$ cat src/rtl/core/apsp_pkg.sv
// Shared types, codes and defaults for the Johnson all-pairs shortest path core.
package apsp_pkg;

    localparam int MAX_VERTICES_DEF = 16;
    localparam int MAX_EDGES_DEF    = 64;
    localparam int WEIGHT_BITS_DEF  = 16;
    localparam int DIST_BITS        = 24;
    localparam int VC_BITS          = 5;
    localparam logic [VC_BITS-1:0] VC_RESET = 5'd16;

    typedef enum logic [1:0] {
        CMD_CLEAR = 2'd0,
        CMD_ADD   = 2'd1,
        CMD_PREP  = 2'd2,
        CMD_ROW   = 2'd3
    } t_cmd;

    typedef enum logic [1:0] {
        ST_OK     = 2'd0,
        ST_FULL   = 2'd1,
        ST_NEGCYC = 2'd2,
        ST_BAD    = 2'd3
    } t_status;

    typedef struct packed {
        logic [1:0]         cmd;
        logic [3:0]         edge_from;
        logic [3:0]         edge_to;
        logic signed [15:0] edge_weight;
        logic [3:0]         source_vertex;
    } t_in_item;

    typedef struct packed {
        logic [1:0]                  status;
        logic [3:0]                  target_vertex;
        logic signed [DIST_BITS-1:0] distance;
        logic                        reachable;
        logic                        last;
    } t_out_item;

    function automatic t_out_item single_result(input t_status st);
        t_out_item r;
        r.status        = st;
        r.target_vertex = '0;
        r.distance      = '0;
        r.reachable     = 1'b0;
        r.last          = 1'b1;
        return r;
    endfunction

endpackage

$ cat src/rtl/core/apsp_alu.sv
// Shared add and compare unit: sum of a, b and c less d, and whether it is below e.
module apsp_alu #(
    parameter int AB = 24
) (
    input  logic signed [AB-1:0] i_a,
    input  logic signed [AB-1:0] i_b,
    input  logic signed [AB-1:0] i_c,
    input  logic signed [AB-1:0] i_d,
    input  logic signed [AB-1:0] i_e,
    output logic signed [AB-1:0] o_sum,
    output logic                 o_lt
);
    assign o_sum = i_a + i_b + i_c - i_d;
    assign o_lt  = (o_sum < i_e);
endmodule

$ cat src/rtl/core/all_pairs_shortest_path_johnson_core.sv
// Johnson all-pairs shortest path core. Edges are added one per transfer and
// answered with one result. Prepare runs Bellman-Ford with early exit and a
// negative cycle check: it clears the potentials, then visits each stored
// edge once per pass, at most n passes. A row runs Dijkstra with a linear
// minimum scan: for each settled vertex it scans all n vertices and then
// relaxes every stored edge, and it then emits one result per vertex; the
// single shared adder and the one-read edge table serialise this work. One item is worked at
// a time and a new item is taken only when the previous results have left.
module all_pairs_shortest_path_johnson_core #(
    parameter int MAX_VERTICES = apsp_pkg::MAX_VERTICES_DEF,
    parameter int MAX_EDGES    = apsp_pkg::MAX_EDGES_DEF,
    parameter int WEIGHT_BITS  = apsp_pkg::WEIGHT_BITS_DEF
) (
    input  logic                             i_clk,
    input  logic                             i_rst_n,
    input  logic                             i_in_valid,
    output logic                             o_in_ready,
    input  apsp_pkg::t_in_item               i_in_item,
    output logic                             o_out_valid,
    input  logic                             i_out_ready,
    output apsp_pkg::t_out_item              o_out_item,
    input  logic                             i_cfg_valid,
    output logic                             o_cfg_ready,
    input  logic [apsp_pkg::VC_BITS-1:0]     i_cfg_data
);
    import apsp_pkg::*;

    localparam int VB  = $clog2(MAX_VERTICES);
    localparam int VCW = $clog2(MAX_VERTICES + 1);
    localparam int EB  = (MAX_EDGES > 1) ? $clog2(MAX_EDGES) : 1;
    localparam int ECW = $clog2(MAX_EDGES + 1);
    localparam int AB  = WEIGHT_BITS + VB + 4;
    localparam int CB  = (AB > DIST_BITS) ? AB : DIST_BITS;
    localparam int DMAX_I = (1 << (DIST_BITS - 1)) - 1;
    localparam int DMIN_I = -(1 << (DIST_BITS - 1));

    typedef struct packed {
        logic [VB-1:0]                 tail;
        logic [VB-1:0]                 head;
        logic signed [WEIGHT_BITS-1:0] weight;
    } t_edge;

    typedef enum logic [16:0] {
        S_IDLE    = 17'h00001,
        S_RESP    = 17'h00002,
        S_BF_INIT = 17'h00004,
        S_BF_EA   = 17'h00008,
        S_BF_PA   = 17'h00010,
        S_BF_UPD  = 17'h00020,
        S_DJ_INIT = 17'h00040,
        S_DJ_HS   = 17'h00080,
        S_SC_RD   = 17'h00100,
        S_SC_CMP  = 17'h00200,
        S_DJ_PU   = 17'h00400,
        S_DJ_EA   = 17'h00800,
        S_DJ_PA   = 17'h01000,
        S_DJ_UPD  = 17'h02000,
        S_EM_RD   = 17'h04000,
        S_EM_CALC = 17'h08000,
        S_EM_OUT  = 17'h10000
    } t_state;

    t_state                   r_state;
    logic                     r_ovalid;
    t_out_item                r_out;
    logic [VC_BITS-1:0]       r_vc;
    logic [ECW-1:0]           r_total;
    logic                     r_prepared;
    logic                     r_cycle;
    logic [MAX_VERTICES-1:0]  r_reached;
    logic [MAX_VERTICES-1:0]  r_settled;
    logic [ECW-1:0]           r_ei;
    logic [VCW-1:0]           r_vi;
    logic [VCW-1:0]           r_pass;
    logic                     r_chg;
    logic                     r_check;
    logic                     r_found;
    logic [VB-1:0]            r_u;
    logic signed [AB-1:0]     r_min;
    logic signed [AB-1:0]     r_du;
    logic signed [AB-1:0]     r_hsrc;
    t_edge                    r_edge;
    logic signed [AB-1:0]     r_pa;
    logic signed [AB-1:0]     r_pb;
    logic signed [AB-1:0]     r_ra;

    t_edge                    e_mem [MAX_EDGES];
    logic signed [AB-1:0]     pot_mem [MAX_VERTICES];
    logic signed [AB-1:0]     rd_mem [MAX_VERTICES];

    logic [VCW-1:0]           n_live;
    logic [31:0]              w_raw;
    t_edge                    new_edge;
    logic                     edge_we;
    logic                     pot_we;
    logic [VB-1:0]            pot_wa;
    logic signed [AB-1:0]     pot_wd;
    logic                     rd_we;
    logic [VB-1:0]            rd_wa;
    logic signed [AB-1:0]     rd_wd;
    logic [VB-1:0]            pa_addr;
    logic [VB-1:0]            ra_addr;
    logic [VB-1:0]            vi_idx;
    logic signed [AB-1:0]     alu_a, alu_b, alu_c, alu_d, alu_e, alu_sum;
    logic                     alu_lt;
    logic signed [AB-1:0]     w_ext;
    logic                     e_live;
    logic                     viol;
    logic                     upd;
    logic                     take;
    logic                     found_now;
    logic [VB-1:0]            u_now;
    logic signed [AB-1:0]     min_now;
    logic signed [CB-1:0]     dx;
    logic signed [DIST_BITS-1:0] dclamp;
    t_out_item                row_item;
    logic                     in_acc;
    logic                     from_bad;

    always_comb begin
        if (r_vc == '0) begin
            n_live = VCW'(1);
        end else if (32'(r_vc) > MAX_VERTICES) begin
            n_live = VCW'(MAX_VERTICES);
        end else begin
            n_live = VCW'(r_vc);
        end
    end

    assign vi_idx     = r_vi[VB-1:0];
    assign in_acc     = i_in_valid && (r_state == S_IDLE);
    assign w_raw      = {16'd0, i_in_item.edge_weight};
    assign new_edge.tail   = VB'(i_in_item.edge_from);
    assign new_edge.head   = VB'(i_in_item.edge_to);
    assign new_edge.weight = w_raw[WEIGHT_BITS-1:0];
    assign from_bad   = (i_in_item.edge_from >= n_live) || (i_in_item.edge_to >= n_live);
    assign edge_we    = in_acc && (i_in_item.cmd == CMD_ADD) && !from_bad
                        && (r_total < ECW'(MAX_EDGES));

    assign w_ext  = AB'(r_edge.weight);
    assign e_live = (r_edge.tail < n_live) && (r_edge.head < n_live);

    always_comb begin
        alu_a = '0;
        alu_b = '0;
        alu_c = '0;
        alu_d = '0;
        alu_e = '0;
        case (r_state)
            S_BF_UPD: begin
                alu_a = r_pa;
                alu_b = w_ext;
                alu_e = r_pb;
            end
            S_SC_CMP: begin
                alu_a = r_ra;
                alu_e = r_min;
            end
            S_DJ_UPD: begin
                alu_a = r_du;
                alu_b = w_ext;
                alu_c = r_pa;
                alu_d = r_pb;
                alu_e = r_ra;
            end
            S_EM_CALC: begin
                alu_a = r_ra;
                alu_c = r_pa;
                alu_d = r_hsrc;
            end
            default: begin
                alu_a = '0;
            end
        endcase
    end

    apsp_alu #(.AB(AB)) u_alu (
        .i_a   (alu_a),
        .i_b   (alu_b),
        .i_c   (alu_c),
        .i_d   (alu_d),
        .i_e   (alu_e),
        .o_sum (alu_sum),
        .o_lt  (alu_lt)
    );

    assign viol      = e_live && alu_lt;
    assign upd       = e_live && (r_edge.tail == r_u)
                       && (!r_reached[r_edge.head] || alu_lt);
    assign take      = r_reached[vi_idx] && !r_settled[vi_idx] && (!r_found || alu_lt);
    assign found_now = r_found || take;
    assign u_now     = take ? vi_idx : r_u;
    assign min_now   = take ? r_ra : r_min;

    assign pot_we = (r_state == S_BF_INIT) || ((r_state == S_BF_UPD) && viol && !r_check);
    assign pot_wa = (r_state == S_BF_INIT) ? vi_idx : r_edge.head;
    assign pot_wd = (r_state == S_BF_INIT) ? '0 : alu_sum;
    assign rd_we  = (r_state == S_DJ_INIT) || ((r_state == S_DJ_UPD) && upd);
    assign rd_wa  = (r_state == S_DJ_INIT) ? vi_idx : r_edge.head;
    assign rd_wd  = (r_state == S_DJ_INIT) ? '0 : alu_sum;
    assign pa_addr = (r_state == S_BF_PA) ? r_edge.tail : vi_idx;
    assign ra_addr = (r_state == S_DJ_PA) ? r_edge.head : vi_idx;

    always_comb begin
        dx = CB'(alu_sum);
        if (dx > CB'(DMAX_I)) begin
            dclamp = DIST_BITS'(DMAX_I);
        end else if (dx < CB'(DMIN_I)) begin
            dclamp = DIST_BITS'(DMIN_I);
        end else begin
            dclamp = DIST_BITS'(dx);
        end
        row_item.status        = ST_OK;
        row_item.target_vertex = 4'(r_vi);
        row_item.reachable     = r_reached[vi_idx];
        row_item.distance      = r_reached[vi_idx] ? dclamp : '0;
        row_item.last          = ((r_vi + 1'b1) == n_live);
    end

    always_ff @(posedge i_clk) begin
        if (edge_we) begin
            e_mem[r_total[EB-1:0]] <= new_edge;
        end
        r_edge <= e_mem[r_ei[EB-1:0]];
    end

    always_ff @(posedge i_clk) begin
        if (pot_we) begin
            pot_mem[pot_wa] <= pot_wd;
        end
        r_pa <= pot_mem[pa_addr];
        r_pb <= pot_mem[r_edge.head];
    end

    always_ff @(posedge i_clk) begin
        if (rd_we) begin
            rd_mem[rd_wa] <= rd_wd;
        end
        r_ra <= rd_mem[ra_addr];
    end

    always_ff @(posedge i_clk) begin
        if (!i_rst_n) begin
            r_state    <= S_IDLE;
            r_ovalid   <= 1'b0;
            r_vc       <= VC_RESET;
            r_total    <= '0;
            r_prepared <= 1'b0;
            r_cycle    <= 1'b0;
            r_reached  <= '0;
            r_settled  <= '0;
            r_ei       <= '0;
            r_vi       <= '0;
            r_pass     <= '0;
            r_chg      <= 1'b0;
            r_check    <= 1'b0;
            r_found    <= 1'b0;
        end else begin
            case (r_state)
                S_IDLE: begin
                    if (i_in_valid) begin
                        r_ovalid <= 1'b1;
                        r_state  <= S_RESP;
                        case (i_in_item.cmd)
                            CMD_CLEAR: begin
                                r_total    <= '0;
                                r_prepared <= 1'b0;
                                r_cycle    <= 1'b0;
                                r_out      <= single_result(ST_OK);
                            end
                            CMD_ADD: begin
                                if (from_bad) begin
                                    r_out <= single_result(ST_BAD);
                                end else if (r_total >= ECW'(MAX_EDGES)) begin
                                    r_out <= single_result(ST_FULL);
                                end else begin
                                    r_total    <= r_total + 1'b1;
                                    r_prepared <= 1'b0;
                                    r_cycle    <= 1'b0;
                                    r_out      <= single_result(ST_OK);
                                end
                            end
                            CMD_PREP: begin
                                r_ovalid <= 1'b0;
                                r_vi     <= '0;
                                r_pass   <= '0;
                                r_state  <= S_BF_INIT;
                            end
                            default: begin
                                if (r_cycle) begin
                                    r_out <= single_result(ST_NEGCYC);
                                end else if (!r_prepared
                                             || (i_in_item.source_vertex >= n_live)) begin
                                    r_out <= single_result(ST_BAD);
                                end else begin
                                    r_ovalid  <= 1'b0;
                                    r_vi      <= VCW'(i_in_item.source_vertex);
                                    r_reached <= MAX_VERTICES'(1) << i_in_item.source_vertex;
                                    r_settled <= '0;
                                    r_state   <= S_DJ_INIT;
                                end
                            end
                        endcase
                    end
                end
                S_RESP: begin
                    if (i_out_ready) begin
                        r_ovalid <= 1'b0;
                        r_state  <= S_IDLE;
                    end
                end
                S_BF_INIT: begin
                    if ((r_vi + 1'b1) == n_live) begin
                        r_ei    <= '0;
                        r_chg   <= 1'b0;
                        r_check <= (n_live == VCW'(1));
                        if (r_total == '0) begin
                            r_prepared <= 1'b1;
                            r_cycle    <= 1'b0;
                            r_out      <= single_result(ST_OK);
                            r_ovalid   <= 1'b1;
                            r_state    <= S_RESP;
                        end else begin
                            r_state <= S_BF_EA;
                        end
                    end else begin
                        r_vi <= r_vi + 1'b1;
                    end
                end
                S_BF_EA: begin
                    r_state <= S_BF_PA;
                end
                S_BF_PA: begin
                    r_state <= S_BF_UPD;
                end
                S_BF_UPD: begin
                    if (r_check && viol) begin
                        r_prepared <= 1'b0;
                        r_cycle    <= 1'b1;
                        r_out      <= single_result(ST_NEGCYC);
                        r_ovalid   <= 1'b1;
                        r_state    <= S_RESP;
                    end else if ((r_ei + 1'b1) == r_total) begin
                        r_ei  <= '0;
                        r_chg <= 1'b0;
                        if (r_check) begin
                            r_prepared <= 1'b1;
                            r_cycle    <= 1'b0;
                            r_out      <= single_result(ST_OK);
                            r_ovalid   <= 1'b1;
                            r_state    <= S_RESP;
                        end else begin
                            if (!(r_chg || viol) || ((r_pass + 2'd2) >= n_live)) begin
                                r_check <= 1'b1;
                            end else begin
                                r_pass <= r_pass + 1'b1;
                            end
                            r_state <= S_BF_EA;
                        end
                    end else begin
                        r_ei    <= r_ei + 1'b1;
                        r_chg   <= r_chg || (viol && !r_check);
                        r_state <= S_BF_EA;
                    end
                end
                S_DJ_INIT: begin
                    r_state <= S_DJ_HS;
                end
                S_DJ_HS: begin
                    r_hsrc  <= r_pa;
                    r_vi    <= '0;
                    r_found <= 1'b0;
                    r_state <= S_SC_RD;
                end
                S_SC_RD: begin
                    r_state <= S_SC_CMP;
                end
                S_SC_CMP: begin
                    r_found <= found_now;
                    r_u     <= u_now;
                    r_min   <= min_now;
                    if ((r_vi + 1'b1) == n_live) begin
                        if (found_now) begin
                            r_settled[u_now] <= 1'b1;
                            r_du    <= min_now;
                            r_vi    <= VCW'(u_now);
                            r_state <= S_DJ_PU;
                        end else begin
                            r_vi    <= '0;
                            r_state <= S_EM_RD;
                        end
                    end else begin
                        r_vi    <= r_vi + 1'b1;
                        r_state <= S_SC_RD;
                    end
                end
                S_DJ_PU: begin
                    r_ei <= '0;
                    if (r_total == '0) begin
                        r_vi    <= '0;
                        r_found <= 1'b0;
                        r_state <= S_SC_RD;
                    end else begin
                        r_state <= S_DJ_EA;
                    end
                end
                S_DJ_EA: begin
                    r_state <= S_DJ_PA;
                end
                S_DJ_PA: begin
                    r_state <= S_DJ_UPD;
                end
                S_DJ_UPD: begin
                    if (upd) begin
                        r_reached[r_edge.head] <= 1'b1;
                    end
                    if ((r_ei + 1'b1) == r_total) begin
                        r_vi    <= '0;
                        r_found <= 1'b0;
                        r_state <= S_SC_RD;
                    end else begin
                        r_ei    <= r_ei + 1'b1;
                        r_state <= S_DJ_EA;
                    end
                end
                S_EM_RD: begin
                    r_state <= S_EM_CALC;
                end
                S_EM_CALC: begin
                    r_out    <= row_item;
                    r_ovalid <= 1'b1;
                    r_state  <= S_EM_OUT;
                end
                S_EM_OUT: begin
                    if (i_out_ready) begin
                        r_ovalid <= 1'b0;
                        if (r_out.last) begin
                            r_state <= S_IDLE;
                        end else begin
                            r_vi    <= r_vi + 1'b1;
                            r_state <= S_EM_RD;
                        end
                    end
                end
                default: begin
                    r_state <= S_IDLE;
                end
            endcase
            if (i_cfg_valid) begin
                r_vc       <= i_cfg_data;
                r_prepared <= 1'b0;
            end
        end
    end

    assign o_in_ready  = (r_state == S_IDLE);
    assign o_out_valid = r_ovalid;
    assign o_out_item  = r_out;
    assign o_cfg_ready = 1'b1;

endmodule

$ cat config.mk
export PLATFORM = sky130hd
export DESIGN_NAME = all_pairs_shortest_path_johnson_core
export DESIGN_NICKNAME = d
export VERILOG_FILES = /design/src/rtl/core/apsp_pkg.sv /design/src/rtl/core/apsp_alu.sv /design/src/rtl/core/all_pairs_shortest_path_johnson_core.sv
export SDC_FILE = /design/constraint.sdc
export NUM_CORES = 2
export LEC_CHECK = 0
export BUFFER_PORTS_ARGS = -buffer_cell sky130_fd_sc_hd__buf_2
export CORE_MARGIN = 5
export CORE_UTILIZATION = 48
export DETAILED_ROUTE_END_ITERATION = 8
export SLEW_MARGIN = 20
export SYNTH_ARGS = -nofsm -noshare
export SYNTH_HDL_FRONTEND = slang
export SYNTH_HIERARCHICAL = 1
export SYNTH_SLANG_ARGS = --single-unit
$ cat constraint.sdc
create_clock -name i_clk -period 21 [get_ports i_clk]
set_input_delay 4.2 -clock i_clk [delete_from_list [all_inputs] [get_ports i_clk]]
set_output_delay 4.2 -clock i_clk [all_outputs]
set_load 0.02 [all_outputs]
==> flow_summary.json <==
{
  "die_w_um": 484,
  "p_leak_uw": 0.0385,
  "setup_viol": 0,
  "rsz0062_at_grt": "no",
  "maxSlewHeadroom_pct": 20.1,
  "globalplace.congestion": 0.884,
  "grt_pass1_wl_um": 417000,
  "synth_cells": 6235,
  "hold_class": "flip-flop to flip-flop",
  "first_iter_violations": 5917,
  "globalRoute.totalOverflow": 0,
  "dr.pass1.iters": 6,
  "powerDensity_nw_per_um2": 101,
  "dieArea_um2": 234000,
  "crit_fanout": 44,
  "regArea_um2": 76100,
  "cts_tree": "built",
  "placed_area_um2": 112000,
  "crit_slowest_cell": "nor2_4",
  "ctsResizeCount": 0,
  "synth_largest_area_cell": "edfxtp_1",
  "insertion_delay_ns": 0.94,
  "synth_common_cells": "edfxtp_1 (2,412), mux4_2 (633), nand2_1 (603)",
  "synth_edf_count": 2412,
  "holdPathStages": 2,
  "drt_wl_total_um": 289000,
  "critical_path.endpoint_type": "flip-flop",
  "post-route-min-period_ns": 10.47,
  "grt_max_degree": 193,
  "reg2reg_depth": 31,
  "wl_per_cell_um": 30.3,
  "slowest_delay_ns": 1.00,
  "hold_start": "r_settled[9]",
  "tns_ns": 0,
  "clock.fmax_mhz": 95.5,
  "syn_to_final_growth_pct": 12.5,
  "cts_root_buf": "clkbuf_16",
  "yosysUniqueCellTypes": 102,
  "status": "finished clean",
  "cts_buffer_depth": 4,
  "drv_slew": 0,
  "post-route-period-util_pct": 49.8,
  "syn_avg_cell_area_um2": 17.3,
  "vias_per_cell": 6.07,
  "synth-main-ff-cell": "edfxtp_1",
  "vdd_drop_max_v": 0.000149,
  "yosysMostFrequentCell": "edfxtp_1",
  "worst_pin_slew_ns": 1.19,
  "hold_viol": 0,
  "hold_path_end": "r_settled[9]",
  "reg2reg_from": "r_state[2]",
  "cts_hold_buf": 0,
  "rows": 174,
  "numCtsBuffers": 287,
  "required_ns": 21.48,
  "place.port_buffers": 73,
  "drc_errors": 0,
  "synth_area_leaders": "edfxtp_1 (67%), mux4_2 (13%), dfxtp_1 (3.3%)",
  "vias": 57900,
  "synthArstFlopShare_pct": 0,
  "yosysWarnings": 6,
  "start_util_pct": 48.1,
  "post_cts_buffers": 0,
  "reg2reg_to": "pot_mem[7][12]",
  "final_area_um2": 121000,
  "antenna_found_initial": 21,
  "multi_input_area_um2": 30400,
  "grt_use_total_pct": 24.4,
  "final_nets": 6496,
  "criticalPathCategory": "flip-flop to flip-flop",
  "startpoint": "r_state[2]",
  "r2r_slack_ns": 10.53,
  "fillCellCount": 17600,
  "critPathArrivalTime_ns": 10.95,
  "synth_nets": 6396,
  "clk_pin_slew_ns": 0.06,
  "critPathLaunchType": "flip-flop",
  "post-dp-hpwl_um": 172000,
  "core_region_area_um2": 224000,
  "synth_seq_area_share_pct": 70.4,
  "cap_violations": 0,
  "clock-sinks": 2592,
  "ys_seq_elements": 2592,
  "ant_nets": 0,
  "layout-drive-gt1-share_pct": 22.3,
  "io-pin-count": 75,
  "cp_common_cell": "inv_1",
  "synth.top_cell.area_share_pct": 67.1,
  "die_h_um": 484,
  "finalClockSkew_ns": 0.0751,
  "cts.htree.levels": 5,
  "grt_pass1_vias": 58600,
  "synth_area_um2": 108000
}
-- registers in the layout, indices dropped and copies added, names as in the netlist, 7 cells and up --
signal      count
pot_mem       384
r_ra           24
r_pa           24
e_mem        1536
rd_mem        384
r_pb           24
r_ei            7
r_min          24
r_total         7
r_state        17
r_du           24
r_reached      16
r_settled      16
o_out_item     32
r_hsrc         24
r_edge         24
-- logic make-up (layout without fill, tap and decap cells) --
group | count (synthesis) | count (layout) | share of synthesized area (%)
AO/OA/AOI/OAI | 600 | 600 | 3.91
flip-flops | 2592 | 2592 | 70.4
AND/OR/NAND/NOR | 1466 | 1466 | 6.37
adder cells (fa/ha/maj) | 121 | 121 | 1.72
XOR/XNOR | 57 | 57 | 0.475
other | 1 | 9 | 0.00347
buffers and inverters | 593 | 896 | 2.20
multiplexers | 805 | 805 | 14.9
-- per-stage QoR --
stage	cells	setup WS (ns)	total power (uW)	utilization, %	hold WS, ns
3_3_place_gp	9030	10.81	7500	50.0	0.432
6_report	9538	10.53	12300	54.2	0.462
5_1_grt	9534	10.01	12700	54.2	0.481
2_1_floorplan	6235	10.81	6890	-	0.420
4_1_cts	9527	10.59	12400	54.1	0.460
3_5_place_dp	9035	10.66	7520	50.1	0.446
-- critical path: cells and delay by family, from the launching register on --
family                     cells  cell delay [ns]
adders and majority gates      5             2.06
buffers and inverters          6             1.24
xor gates and xnor gates       1             0.45
AOI/OAI and AO/OA              9             1.82
and+or+nand+nor               10             4.03
DFF                            1             0.39
-- routing by layer --
metal | GRT usage [%] | wire length, um | vias to the layer above
met5 | 0 | 79 | -
met4 | 8.20 | 9900 | 12
met3 | 3.55 | 17300 | 496
met2 | 42.6 | 151000 | 2218
met1 | 31.5 | 111000 | 30200
li1 | - | - | 25000
-- cell type report --
type / count / area share [%]
clock buffer: 370 / 6.37
antenna: 8 / 0.0165
inverter: 218 / 0.680
multi-input combinational: 3050 / 25.1
clock inverter: 122 / 1.01
tap: 2992 / 3.08
sequential: 2592 / 62.6
timing repair buffer: 186 / 1.16
-- placed cells by master, fill, tap and decap left out, types with 44 or more instances in the layout --
| cell type | netlist | layout |
|---|---|---|
| a211oi_1 | 53 | 52 |
| a21oi_1 | 181 | 179 |
| a222oi_1 | 47 | 47 |
| a31oi_1 | 61 | 61 |
| and2_1 | 127 | 125 |
| buf_2 | 54 | 66 |
| buf_4 | 3 | 110 |
| clkbuf_1 | 242 | 68 |
| clkbuf_16 | 0 | 295 |
| clkinv_1 | 1 | 44 |
| dfxtp_1 | 180 | 172 |
| edfxtp_1 | 2412 | 2412 |
| fa_1 | 46 | 46 |
| ha_1 | 75 | 75 |
| inv_1 | 216 | 215 |
| mux2_2 | 79 | 79 |
| mux2i_1 | 93 | 87 |
| mux4_2 | 633 | 633 |
| nand2_1 | 603 | 602 |
| nand3_1 | 238 | 235 |
| nand4_1 | 53 | 53 |
| nor2_1 | 255 | 157 |
| nor2_4 | 1 | 93 |
| o21ai_0 | 54 | 53 |
| o221ai_1 | 50 | 50 |
-- where the power goes --
part,switching (uW),internal (uW)
registers,75.7,5690
clock network,1970,2880
logic,1140,496
total,3180,9080
-- worst max-delay path by stage --
| stage | endpoint | slack (ns) |
|---|---|---|
| finish | pot_mem[7][12] | 10.53 |
| detailed placement | pot_mem[7][17] | 10.66 |
| floorplan | r_du[0] | 10.81 |
| global route | pot_mem[7][7] | 10.01 |
| CTS | pot_mem[7][18] | 10.59 |
| global placement | pot_mem[7][17] | 10.81 |
Note: power is estimated with default switching activity, not from simulation.
